## config.mk

```make
export PLATFORM = sky130hd
export DESIGN_NAME = sse_stream_tokenizer_core
export DESIGN_NICKNAME = d
export VERILOG_FILES = /design/src/rtl/core/sst_pkg.sv /design/src/rtl/core/sse_stream_tokenizer_core.sv /design/src/rtl/core/sst_step.sv /design/src/rtl/core/sst_res_queue.sv
export SDC_FILE = /design/constraint.sdc
export NUM_CORES = 1
export LEC_CHECK = 0
export ABC_AREA = 1
export BUFFER_PORTS_ARGS = -buffer_cell sky130_fd_sc_hd__buf_2
export CORE_UTILIZATION = 50
export CTS_CLUSTER_SIZE = 8
export DETAILED_ROUTE_END_ITERATION = 10
export PLACE_DENSITY = 0.67
export SKIP_CTS_REPAIR_TIMING = 1
export SYNTH_ARGS = -nofsm -noshare
export SYNTH_HDL_FRONTEND = slang
export SYNTH_HIERARCHICAL = 1
export SYNTH_SLANG_ARGS = --single-unit
```

## constraint.sdc

```tcl
create_clock -name i_clk -period 4.5 [get_ports i_clk]
set_input_delay 0.675 -clock i_clk [delete_from_list [all_inputs] [get_ports i_clk]]
set_output_delay 0.675 -clock i_clk [all_outputs]
set_load 0.01 [all_outputs]
```

## src/rtl/core/sst_pkg.sv

```systemverilog
package sst_pkg;

    localparam int SST_QUEUE_DEPTH = 4;

    localparam logic [1:0] PH_START   = 2'd0;
    localparam logic [1:0] PH_NAME    = 2'd1;
    localparam logic [1:0] PH_VALUE   = 2'd2;
    localparam logic [1:0] PH_COMMENT = 2'd3;

    localparam logic [1:0] FK_UNKNOWN = 2'd0;
    localparam logic [1:0] FK_EVENT   = 2'd1;
    localparam logic [1:0] FK_DATA    = 2'd2;
    localparam logic [1:0] FK_OTHER   = 2'd3;

    localparam logic [1:0] K_DATA    = 2'd0;
    localparam logic [1:0] K_NAME    = 2'd1;
    localparam logic [1:0] K_RESTART = 2'd2;
    localparam logic [1:0] K_DONE    = 2'd3;

    localparam logic [7:0] CH_COLON = 8'h3A;
    localparam logic [7:0] CH_SPACE = 8'h20;
    localparam logic [7:0] CH_CR    = 8'h0D;
    localparam logic [7:0] CH_LF    = 8'h0A;

    localparam logic [2:0] EVENT_LEN = 3'd5;
    localparam logic [2:0] DATA_LEN  = 3'd4;

    typedef struct packed {
        logic       func;
        logic [7:0] byte_value;
    } t_in_item;

    typedef struct packed {
        logic [1:0] kind;
        logic [7:0] out_byte;
        logic       last;
    } t_out_item;

    typedef struct packed {
        logic [1:0] phase;
        logic [2:0] match_pos;
        logic [1:0] field_kind;
        logic       held_cr;
        logic       space_checked;
        logic       data_nonempty;
        logic       event_pending;
    } t_state;

    localparam t_state STATE_RESET = '{
        phase:         PH_START,
        match_pos:     3'd0,
        field_kind:    FK_UNKNOWN,
        held_cr:       1'b0,
        space_checked: 1'b0,
        data_nonempty: 1'b0,
        event_pending: 1'b0
    };

    typedef struct packed {
        logic [1:0] count;
        t_out_item  first;
        t_out_item  second;
    } t_step_res;

endpackage

```

## src/rtl/core/sse_stream_tokenizer_core.sv

```systemverilog
// channel   direction  handshake           payload
// item      in         i_valid / o_stall   i_item   (func, byte_value)
// result    out        o_valid / i_stall   o_result (kind, out_byte, last)
//
// one item per cycle while the queue has room, up to two results per item; items wait
// in the input register, results in the queue, which takes up to two entries per item
// and gives one per cycle unless stalled, so items with two results slow the input
// synchronous active-low reset returns the parser to line start with no event pending
// o_stall rises only while the result queue has fewer than two free entries
module sse_stream_tokenizer_core #(
    parameter int QUEUE_DEPTH = sst_pkg::SST_QUEUE_DEPTH
) (
    input  logic               i_clk,
    input  logic               i_rst_n,
    input  logic               i_valid,
    output logic               o_stall,
    input  sst_pkg::t_in_item  i_item,
    output logic               o_valid,
    input  logic               i_stall,
    output sst_pkg::t_out_item o_result
);

    localparam int CW = $clog2(QUEUE_DEPTH + 1);

    logic               r_in_valid;
    sst_pkg::t_in_item  r_in;
    sst_pkg::t_state    r_state;
    sst_pkg::t_state    n_state;
    sst_pkg::t_step_res step_res;
    logic               room;
    logic               advance;
    logic               accept;
    logic [CW-1:0]      level;

    assign advance = r_in_valid && room;
    assign o_stall = r_in_valid && !room;
    assign accept  = i_valid && !o_stall;

    always_ff @(posedge i_clk) begin
        if (!i_rst_n) begin
            r_in_valid <= 1'b0;
            r_state    <= sst_pkg::STATE_RESET;
        end else begin
            if (accept) begin
                r_in_valid <= 1'b1;
            end else if (advance) begin
                r_in_valid <= 1'b0;
            end
            if (advance) begin
                r_state <= n_state;
            end
        end
    end

    always_ff @(posedge i_clk) begin
        if (accept) begin
            r_in <= i_item;
        end
    end

    sst_step u_step (
        .i_state (r_state),
        .i_item  (r_in),
        .o_state (n_state),
        .o_res   (step_res)
    );

    sst_res_queue #(
        .DEPTH (QUEUE_DEPTH)
    ) u_queue (
        .i_clk     (i_clk),
        .i_rst_n   (i_rst_n),
        .i_push_en (advance),
        .i_push    (step_res),
        .o_room    (room),
        .o_level   (level),
        .o_valid   (o_valid),
        .o_item    (o_result),
        .i_stall   (i_stall)
    );

    a_level_bound: assert property (@(posedge i_clk) disable iff (!i_rst_n)
        level <= CW'(QUEUE_DEPTH))
        else $error("result queue overfilled");

    a_eos_clears: assert property (@(posedge i_clk) disable iff (!i_rst_n)
        advance && r_in.func |=> r_state == sst_pkg::STATE_RESET)
        else $error("end of stream left parser state behind");

    a_in_hold: assert property (@(posedge i_clk) disable iff (!i_rst_n)
        r_in_valid && !room |=> r_in_valid && $stable(r_in) && $stable(r_state))
        else $error("held item or state changed while blocked");

endmodule

```

## src/rtl/core/sst_step.sv

```systemverilog
module sst_step (
    input  sst_pkg::t_state    i_state,
    input  sst_pkg::t_in_item  i_item,
    output sst_pkg::t_state    o_state,
    output sst_pkg::t_step_res o_res
);

    typedef struct packed {
        logic          emit;
        logic [1:0]    kind;
        logic [7:0]    out_byte;
        sst_pkg::t_state st;
    } t_part;

    function automatic t_part no_emit(sst_pkg::t_state s);
        t_part p;
        p.emit     = 1'b0;
        p.kind     = sst_pkg::K_DATA;
        p.out_byte = 8'h00;
        p.st       = s;
        return p;
    endfunction

    function automatic logic [7:0] event_char(logic [2:0] pos);
        logic [7:0] ch;
        case (pos)
            3'd0:    ch = 8'h65;
            3'd1:    ch = 8'h76;
            3'd2:    ch = 8'h65;
            3'd3:    ch = 8'h6E;
            3'd4:    ch = 8'h74;
            default: ch = 8'h00;
        endcase
        return ch;
    endfunction

    function automatic logic [7:0] data_char(logic [2:0] pos);
        logic [7:0] ch;
        case (pos)
            3'd0:    ch = 8'h64;
            3'd1:    ch = 8'h61;
            3'd2:    ch = 8'h74;
            3'd3:    ch = 8'h61;
            default: ch = 8'h00;
        endcase
        return ch;
    endfunction

    function automatic sst_pkg::t_state name_byte(sst_pkg::t_state s, logic [7:0] c);
        sst_pkg::t_state r;
        r = s;
        case (s.field_kind)
            sst_pkg::FK_UNKNOWN: begin
                if (c == data_char(3'd0) - 8'h00 && c == 8'h64) begin
                    r.field_kind = sst_pkg::FK_DATA;
                    r.match_pos  = 3'd1;
                end else if (c == event_char(3'd0)) begin
                    r.field_kind = sst_pkg::FK_EVENT;
                    r.match_pos  = 3'd1;
                end else begin
                    r.field_kind = sst_pkg::FK_OTHER;
                end
            end
            sst_pkg::FK_EVENT: begin
                if (s.match_pos < sst_pkg::EVENT_LEN && c == event_char(s.match_pos)) begin
                    r.match_pos = s.match_pos + 3'd1;
                end else begin
                    r.field_kind = sst_pkg::FK_OTHER;
                end
            end
            sst_pkg::FK_DATA: begin
                if (s.match_pos < sst_pkg::DATA_LEN && c == data_char(s.match_pos)) begin
                    r.match_pos = s.match_pos + 3'd1;
                end else begin
                    r.field_kind = sst_pkg::FK_OTHER;
                end
            end
            default: ;
        endcase
        return r;
    endfunction

    function automatic t_part start_value(sst_pkg::t_state s);
        t_part      p;
        logic [1:0] k;
        p = no_emit(s);
        k = sst_pkg::FK_OTHER;
        if (s.field_kind == sst_pkg::FK_EVENT && s.match_pos == sst_pkg::EVENT_LEN) begin
            k = sst_pkg::FK_EVENT;
        end else if (s.field_kind == sst_pkg::FK_DATA && s.match_pos == sst_pkg::DATA_LEN) begin
            k = sst_pkg::FK_DATA;
        end
        p.st.field_kind = k;
        if (k == sst_pkg::FK_DATA && s.data_nonempty) begin
            p.emit     = 1'b1;
            p.kind     = sst_pkg::K_DATA;
            p.out_byte = sst_pkg::CH_LF;
        end else if (k == sst_pkg::FK_EVENT) begin
            p.emit = 1'b1;
            p.kind = sst_pkg::K_RESTART;
        end
        return p;
    endfunction

    function automatic t_part close_event(sst_pkg::t_state s);
        t_part p;
        p = no_emit(s);
        if (s.event_pending) begin
            p.emit             = 1'b1;
            p.kind             = sst_pkg::K_DONE;
            p.st.event_pending = 1'b0;
            p.st.data_nonempty = 1'b0;
        end
        return p;
    endfunction

    function automatic t_part line_byte(sst_pkg::t_state s, logic [7:0] c);
        t_part           p;
        sst_pkg::t_state t;
        p = no_emit(s);
        t = s;
        case (s.phase)
            sst_pkg::PH_START: begin
                if (c == sst_pkg::CH_COLON) begin
                    p.st.phase = sst_pkg::PH_COMMENT;
                end else begin
                    t.event_pending = 1'b1;
                    t.phase         = sst_pkg::PH_NAME;
                    p.st            = name_byte(t, c);
                end
            end
            sst_pkg::PH_NAME: begin
                if (c == sst_pkg::CH_COLON) begin
                    p                  = start_value(s);
                    p.st.phase         = sst_pkg::PH_VALUE;
                    p.st.space_checked = 1'b0;
                end else begin
                    p.st = name_byte(s, c);
                end
            end
            sst_pkg::PH_VALUE: begin
                p.st.space_checked = 1'b1;
                if (s.space_checked || c != sst_pkg::CH_SPACE) begin
                    if (s.field_kind == sst_pkg::FK_EVENT) begin
                        p.emit     = 1'b1;
                        p.kind     = sst_pkg::K_NAME;
                        p.out_byte = c;
                    end else if (s.field_kind == sst_pkg::FK_DATA) begin
                        p.emit             = 1'b1;
                        p.kind             = sst_pkg::K_DATA;
                        p.out_byte         = c;
                        p.st.data_nonempty = 1'b1;
                    end
                end
            end
            default: ;
        endcase
        return p;
    endfunction

    function automatic t_part line_end(sst_pkg::t_state s);
        t_part p;
        case (s.phase)
            sst_pkg::PH_START: p = close_event(s);
            sst_pkg::PH_NAME:  p = start_value(s);
            default:           p = no_emit(s);
        endcase
        p.st.phase         = sst_pkg::PH_START;
        p.st.match_pos     = 3'd0;
        p.st.field_kind    = sst_pkg::FK_UNKNOWN;
        p.st.space_checked = 1'b0;
        return p;
    endfunction

    t_part           part_a;
    t_part           part_b;
    sst_pkg::t_state base;
    sst_pkg::t_state n_state;

    always_comb begin
        base         = i_state;
        base.held_cr = 1'b0;
        part_a       = no_emit(base);
        part_b       = no_emit(base);
        n_state      = base;
        if (i_item.func) begin
            part_a  = line_end(base);
            part_b  = close_event(part_a.st);
            n_state = sst_pkg::STATE_RESET;
        end else if (i_item.byte_value == sst_pkg::CH_LF) begin
            part_a  = line_end(base);
            n_state = part_a.st;
        end else begin
            // a held cr not followed by lf goes through as a line byte
            if (i_state.held_cr) begin
                part_a = line_byte(base, sst_pkg::CH_CR);
            end
            if (i_item.byte_value == sst_pkg::CH_CR) begin
                n_state         = part_a.st;
                n_state.held_cr = 1'b1;
            end else begin
                part_b  = line_byte(part_a.st, i_item.byte_value);
                n_state = part_b.st;
            end
        end
    end

    always_comb begin
        o_state                = n_state;
        o_res.count            = {1'b0, part_a.emit} + {1'b0, part_b.emit};
        o_res.second.kind      = part_b.kind;
        o_res.second.out_byte  = part_b.out_byte;
        o_res.second.last      = 1'b1;
        if (part_a.emit) begin
            o_res.first.kind     = part_a.kind;
            o_res.first.out_byte = part_a.out_byte;
            o_res.first.last     = !part_b.emit;
        end else begin
            o_res.first.kind     = part_b.kind;
            o_res.first.out_byte = part_b.out_byte;
            o_res.first.last     = 1'b1;
        end
    end

endmodule

```

## src/rtl/core/sst_res_queue.sv

```systemverilog
module sst_res_queue #(
    parameter int DEPTH = sst_pkg::SST_QUEUE_DEPTH
) (
    input  logic                       i_clk,
    input  logic                       i_rst_n,
    input  logic                       i_push_en,
    input  sst_pkg::t_step_res         i_push,
    output logic                       o_room,
    output logic [$clog2(DEPTH+1)-1:0] o_level,
    output logic                       o_valid,
    output sst_pkg::t_out_item         o_item,
    input  logic                       i_stall
);

    localparam int PW = (DEPTH > 1) ? $clog2(DEPTH) : 1;
    localparam int CW = $clog2(DEPTH + 1);

    function automatic logic [PW-1:0] ptr_inc(logic [PW-1:0] p);
        return (p == PW'(DEPTH - 1)) ? '0 : p + PW'(1);
    endfunction

    sst_pkg::t_out_item r_mem [DEPTH];
    logic [PW-1:0]      r_wr;
    logic [PW-1:0]      r_rd;
    logic [CW-1:0]      r_count;
    logic [PW-1:0]      n_wr;
    logic [PW-1:0]      n_rd;
    logic [CW-1:0]      n_count;
    logic [1:0]         push_cnt;
    logic               pop;

    assign push_cnt = i_push_en ? i_push.count : 2'd0;
    assign o_valid  = (r_count != '0);
    assign pop      = o_valid && !i_stall;
    assign o_item   = r_mem[r_rd];
    assign o_room   = (r_count <= CW'(DEPTH - 2));
    assign o_level  = r_count;

    always_comb begin
        n_count = r_count + CW'(push_cnt) - CW'(pop);
        n_rd    = pop ? ptr_inc(r_rd) : r_rd;
        case (push_cnt)
            2'd1:    n_wr = ptr_inc(r_wr);
            2'd2:    n_wr = ptr_inc(ptr_inc(r_wr));
            default: n_wr = r_wr;
        endcase
    end

    always_ff @(posedge i_clk) begin
        if (!i_rst_n) begin
            r_wr    <= '0;
            r_rd    <= '0;
            r_count <= '0;
        end else begin
            r_wr    <= n_wr;
            r_rd    <= n_rd;
            r_count <= n_count;
        end
    end

    always_ff @(posedge i_clk) begin
        if (push_cnt != 2'd0) begin
            r_mem[r_wr] <= i_push.first;
        end
        if (push_cnt == 2'd2) begin
            r_mem[ptr_inc(r_wr)] <= i_push.second;
        end
    end

endmodule

```

# After elaboration in Yosys (flattened, before gate mapping)

Memories as Yosys holds them, arrays and structs flattened. A register that Yosys moved wholly into a read port is not among the register bits.
Index checks and enable logic that the tools add are counted.

Flip-flop bits (word level): 28
Memory bits (writable): 44
Input bits: 13
Output and inout bits: 13
Word-level logic and storage cells: 251
Memories kept: 1

Memories:

| name          | words | width | read ports | clocked after Yosys merged registers in | write ports | RTL line            | RTL |
|---|---|---|---|---|---|---|---|
| u_queue.r_mem | 4     | 11    | 1          | 1                                       | 2           | sst_res_queue.sv:22 | `sst_pkg::t_out_item r_mem [DEPTH];` |

Add/subtract/negate cells: 8
Order comparisons: 5
Equality and inequality tests: 43
Muxes and demuxes: 143
Reductions and logical operators: 38

Operators by type and width:

| kind               | count |
|---|---|
| $mux 8             | 38 |
| $mux 22            | 9 |
| $mux 11            | 12 |
| $pmux 22 s2        | 2 |
| $mux 2             | 30 |
| $pmux 7 s4         | 2 |
| $mux 3             | 17 |
| $pmux 7 s3         | 2 |
| $eq 4x8->1 const A | 4 |
| $eq 8x8->1         | 4 |
| $pmux 8 s2         | 2 |
| $pmux 5 s3         | 2 |
| $eq 2x2->1 const B | 11 |
| $pmux 11 s2        | 1 |
| $logic_and 1x1->1  | 19 |
| $pmux 2 s3         | 3 |
| $eq 2x1->1 const B | 8 |
| $eq 8x4->1 const B | 2 |
| $eq 8x7->1 const B | 2 |
| $mux 1             | 14 |
| $eq 3x2->1 const B | 4 |
| $eq 3x3->1 const B | 4 |
| $lt 3x3->1 const B | 4 |
| $mux 4             | 3 |
| other kinds (21)   | 38 |

# Longest topological paths before layout

Depth in word-level cells: 39
Gate-level depth with buffers: 24
Gate-level depth less buffers: 23

# Cells and area by module

The synthesis kept the hierarchy.

By module, submodules not included:

| module                    | instances | cells each | area each (um2) | seq. area each (um2) |
|---|---|---|---|---|
| sst_res_queue             | 1         | 299        | 2795.2          | 1501.4 |
| sst_step                  | 1         | 284        | 1472.7          | 0.0 |
| sse_stream_tokenizer_core | 1         | 87         | 777.0           | 510.5 |

# Least setup slack after synthesis

Ideal clock, no wire load.

Path kind: register to register
Start: reg r_state[10] (netlist name)
End: mem u_queue/r_mem[1][0] (netlist name) (enable)
Data arrival time: 3.311 ns
Path slack: 0.794 ns
Stages on the path, launching flop included: 21
Path buffers: 2
Period minus slack after synthesis: 3.706 ns
Path through: dfxtp_1 > nor2_1 > nor2_1 > inv_1 > ha_1 > buf_2 > inv_1 > nor3_1 > nor3_1 > nand2_1 > nor3_1 > inv_1 > nand3_1 > nand2_1 > nand2_1 > ha_1 > nand2_1 > ha_1 > nand2_2 > buf_6 > o21ai_0

RTL lines:

| element                | RTL line                        | RTL |
|---|---|---|
| start, declared        | sse_stream_tokenizer_core.sv:27 | `sst_pkg::t_state r_state;` |
| start signal, assigned | sse_stream_tokenizer_core.sv:42 | `r_state <= sst_pkg::STATE_RESET;` |
| start signal, assigned | sse_stream_tokenizer_core.sv:50 | `r_state <= n_state;` |
| end, declared          | sst_res_queue.sv:22             |  |

==> flow_summary.json <==
{
  "status": "finished clean",
  "drv_cap": 0,
  "arrival_ns": 4.18,
  "share_seq_of_total_power": 0.374,
  "crit_path_end_kind": "register",
  "dp_hpwl_mm": 9.87,
  "die_x_um": 102,
  "slew_headroom": 0.249,
  "cts.sinks": 74,
  "p_int_mw": 1.42,
  "synth.avg_cell_area_um2": 7.53,
  "area_growth_pct": 7.86,
  "diodes": 0,
  "crit_type": "reg2reg",
  "path_clk_slew_ns": 0.09,
  "fp.dieArea_um2": 10500,
  "tightest_slew_ns": 1.12,
  "tns_ns": 0,
  "dr.first_iter.drc_count": 321,
  "slew_violations": 0,
  "drtAntennaViolNets": 0,
  "dpl-instance-area_um2": 5200,
  "synth_warnings": 6,
  "synth-seq-area-share": 0.399,
  "fmax_ghz": 0.243,
  "hold_violations": 0,
  "critPathRequiredTime_ns": 4.56,
  "powerDensity_nw_per_um2": 413,
  "final_common_cell": "nand2_1",
  "htree_levels": 3,
  "period_share": 0.916,
  "finalInstanceArea_um2": 5440,
  "setup_viol": 0,
  "port_buffers": 25,
  "power.total_mw": 2.25,
  "io_pins": 26,
  "insertion_delay_ns": 0.36,
  "rsz0062_at_grt": "false",
  "fin_skew_ns": 0.0134,
  "clockBufferDepth": 2,
  "drive_above_1_share": 0.146,
  "grt_pass1_wl_mm": 20.4,
  "ys_async_sr_fraction": 0,
  "routedWlPerCell_um": 15.4,
  "via_count": 4437,
  "drc": 0,
  "clkPwrFrac": 0.279,
  "synth_nets": 707,
  "gp_congestion": 0.956,
  "grt_pass1_vias": 4079,
  "nFillCells": 920,
  "yosys_most_used_dff": "edfxtp_1",
  "nets": 725,
  "hp-class": "in2reg",
  "crit_fanout": 23,
  "p_leak_nw": 2.29,
  "routed_wl_mm": 12.7,
  "grt-ovfl-total": 0,
  "die-height_um": 102,
  "vias_per_cell": 5.37,
  "switching_share": 0.369,
  "layout.cells.non_filler": 826,
  "power_switching_mw": 0.830,
  "synth_edf_count": 53,
  "cts_tree": "yes",
  "startpoint_type": "register",
  "placedCellCount": 810,
  "antenna_found_initial": 0,
  "final_cell_mix": "149 x nand2_1, 92 x inv_1, 84 x nor2_1",
  "layout_min_cycle_time_ns": 4.12,
  "power_frac_comb": 0.347,
  "initial_core_util": 0.516,
  "synth.cell_area_um2": 5040,
  "root_buffer": "clkbuf_8",
  "numCtsBuffers": 9,
  "vdd_drop_max_mv": 0.179,
  "grt_start_max_net_pins": 24,
  "drt-pass1-iter-count": 7,
  "row_count": 36,
  "core_um2": 9770,
  "gr-usage-all-layers": 0.262,
  "postSynthCellCount": 670,
  "whs_ns": 0.488,
  "yosys_register_bits": 74,
  "synth.distinct_cells": 45
}
==> power groups by stage <==
stage	registers (mW)	clock network, mW	logic (mW)
after floorplan	0.836	0	0.574
after global placement	0.853	0	0.751
after detailed placement	0.855	0	0.765
after CTS	0.840	0.642	0.769
after global routing	0.851	0.668	0.882
final	0.840	0.628	0.779
==> state kept, by name, indices dropped and copies added (netlist names), named ones only <==
| register | flops |
|---|---|
| u_queue/o_level | 3 |
| r_state | 11 |
| u_queue/r_wr | 2 |
| u_queue/r_rd | 2 |
| u_queue/r_mem | 44 |
| r_in | 9 |
| r_in_valid | 1 |
==> synth_stat cells (3+ instances only) <==
library cell | count | area share
nand3_1 | 29 | 0.029
nor2_1 | 84 | 0.062
buf_2 | 6 | 0.0060
inv_2 | 10 | 0.0074
o21ai_1 | 32 | 0.032
nand2_2 | 10 | 0.012
nor2_2 | 6 | 0.0074
nand2_1 | 149 | 0.11
o21ai_0 | 39 | 0.039
clkbuf_1 | 4 | 0.0030
o22ai_1 | 14 | 0.017
a31oi_1 | 3 | 0.0037
nor3_1 | 17 | 0.017
a21oi_1 | 13 | 0.013
ha_1 | 23 | 0.057
buf_4 | 3 | 0.0045
o21ai_2 | 16 | 0.028
nand4_1 | 3 | 0.0037
dfxtp_1 | 21 | 0.083
buf_6 | 9 | 0.020
edfxtp_1 | 53 | 0.32
inv_1 | 92 | 0.068
nor4_1 | 4 | 0.0050
nor3_2 | 5 | 0.0099
==> worst paths after layout <==
kind                                   endpoint  cells after the start  slack (ns)                          from
setup / recovery  u_queue/r_mem[1][8]$_DFFE_PP_                     18        0.38      r_state[10]$_SDFFE_PN0P_
setup reg to reg  u_queue/r_mem[1][8]$_DFFE_PP_                     18        0.38      r_state[10]$_SDFFE_PN0P_
hold reg to reg    u_queue/r_rd[1]$_SDFFE_PN0P_                      2        0.51  u_queue/r_rd[1]$_SDFFE_PN0P_
hold / removal                r_in[8]$_DFFE_PP_                      1        0.49                     i_item[8]
==> cell type report <==
class | count | area [um2] | share of cell area
multi-input cells | 471 | 2480 | 0.455
repair buffers | 30 | 163 | 0.0299
inverters | 102 | 383 | 0.0704
flip-flops and latches | 74 | 2010 | 0.370
well taps | 133 | 166 | 0.0306
clock inverters | 6 | 114 | 0.0209
clock buffers | 10 | 128 | 0.0235
==> metrics by stage <==
step | setup WS (ns) | utilization
final | 0.380 | 0.557
after detailed placement | 0.486 | 0.532
after CTS | 0.441 | 0.557
after floorplan | 0.794 | -
after global placement | 0.650 | 0.532
after global routing | 0.0514 | 0.557
==> kinds of logic after synthesis <==
family                     count (synthesis)  synth area share
adders and majority gates                 24            0.0610
and+or+nand+nor                          315             0.273
buffers and inverters                    125             0.110
other                                      1          0.000743
DFF                                       74             0.399
AOI/OAI and AO/OA                        129             0.153
xor gates and xnor gates                   2           0.00347
==> metal layers <==
| layer | wire length (um) | vias to the layer above | GRT usage |
|---|---|---|---|
| met5 | 0 | - | 0 |
| met4 | 541 | 0 | 0.123 |
| met3 | 730 | 40 | 0.0465 |
| met2 | 6270 | 167 | 0.463 |
| met1 | 5150 | 1994 | 0.307 |
| li1 | - | 2236 | - |
==> worst max-delay path, stage by stage, from the launching register on <==
cell and delay, ns:
dfxtp_1 0.50, nor2_1 0.15, nor2_1 0.34, ha_1 0.42, inv_1 0.10, nor3_1 0.22, nor3_1 0.08, nand2_1 0.08
nor3_1 0.06, inv_1 0.10, nand3_1 0.07, nand2_1 0.07, nand2_1 0.08, ha_1 0.29, nand2_1 0.13, ha_1 0.38
nand2_2 0.34, o21ai_0 0.18, buf_4 0.22
Power figures use the tool's default switching activity.
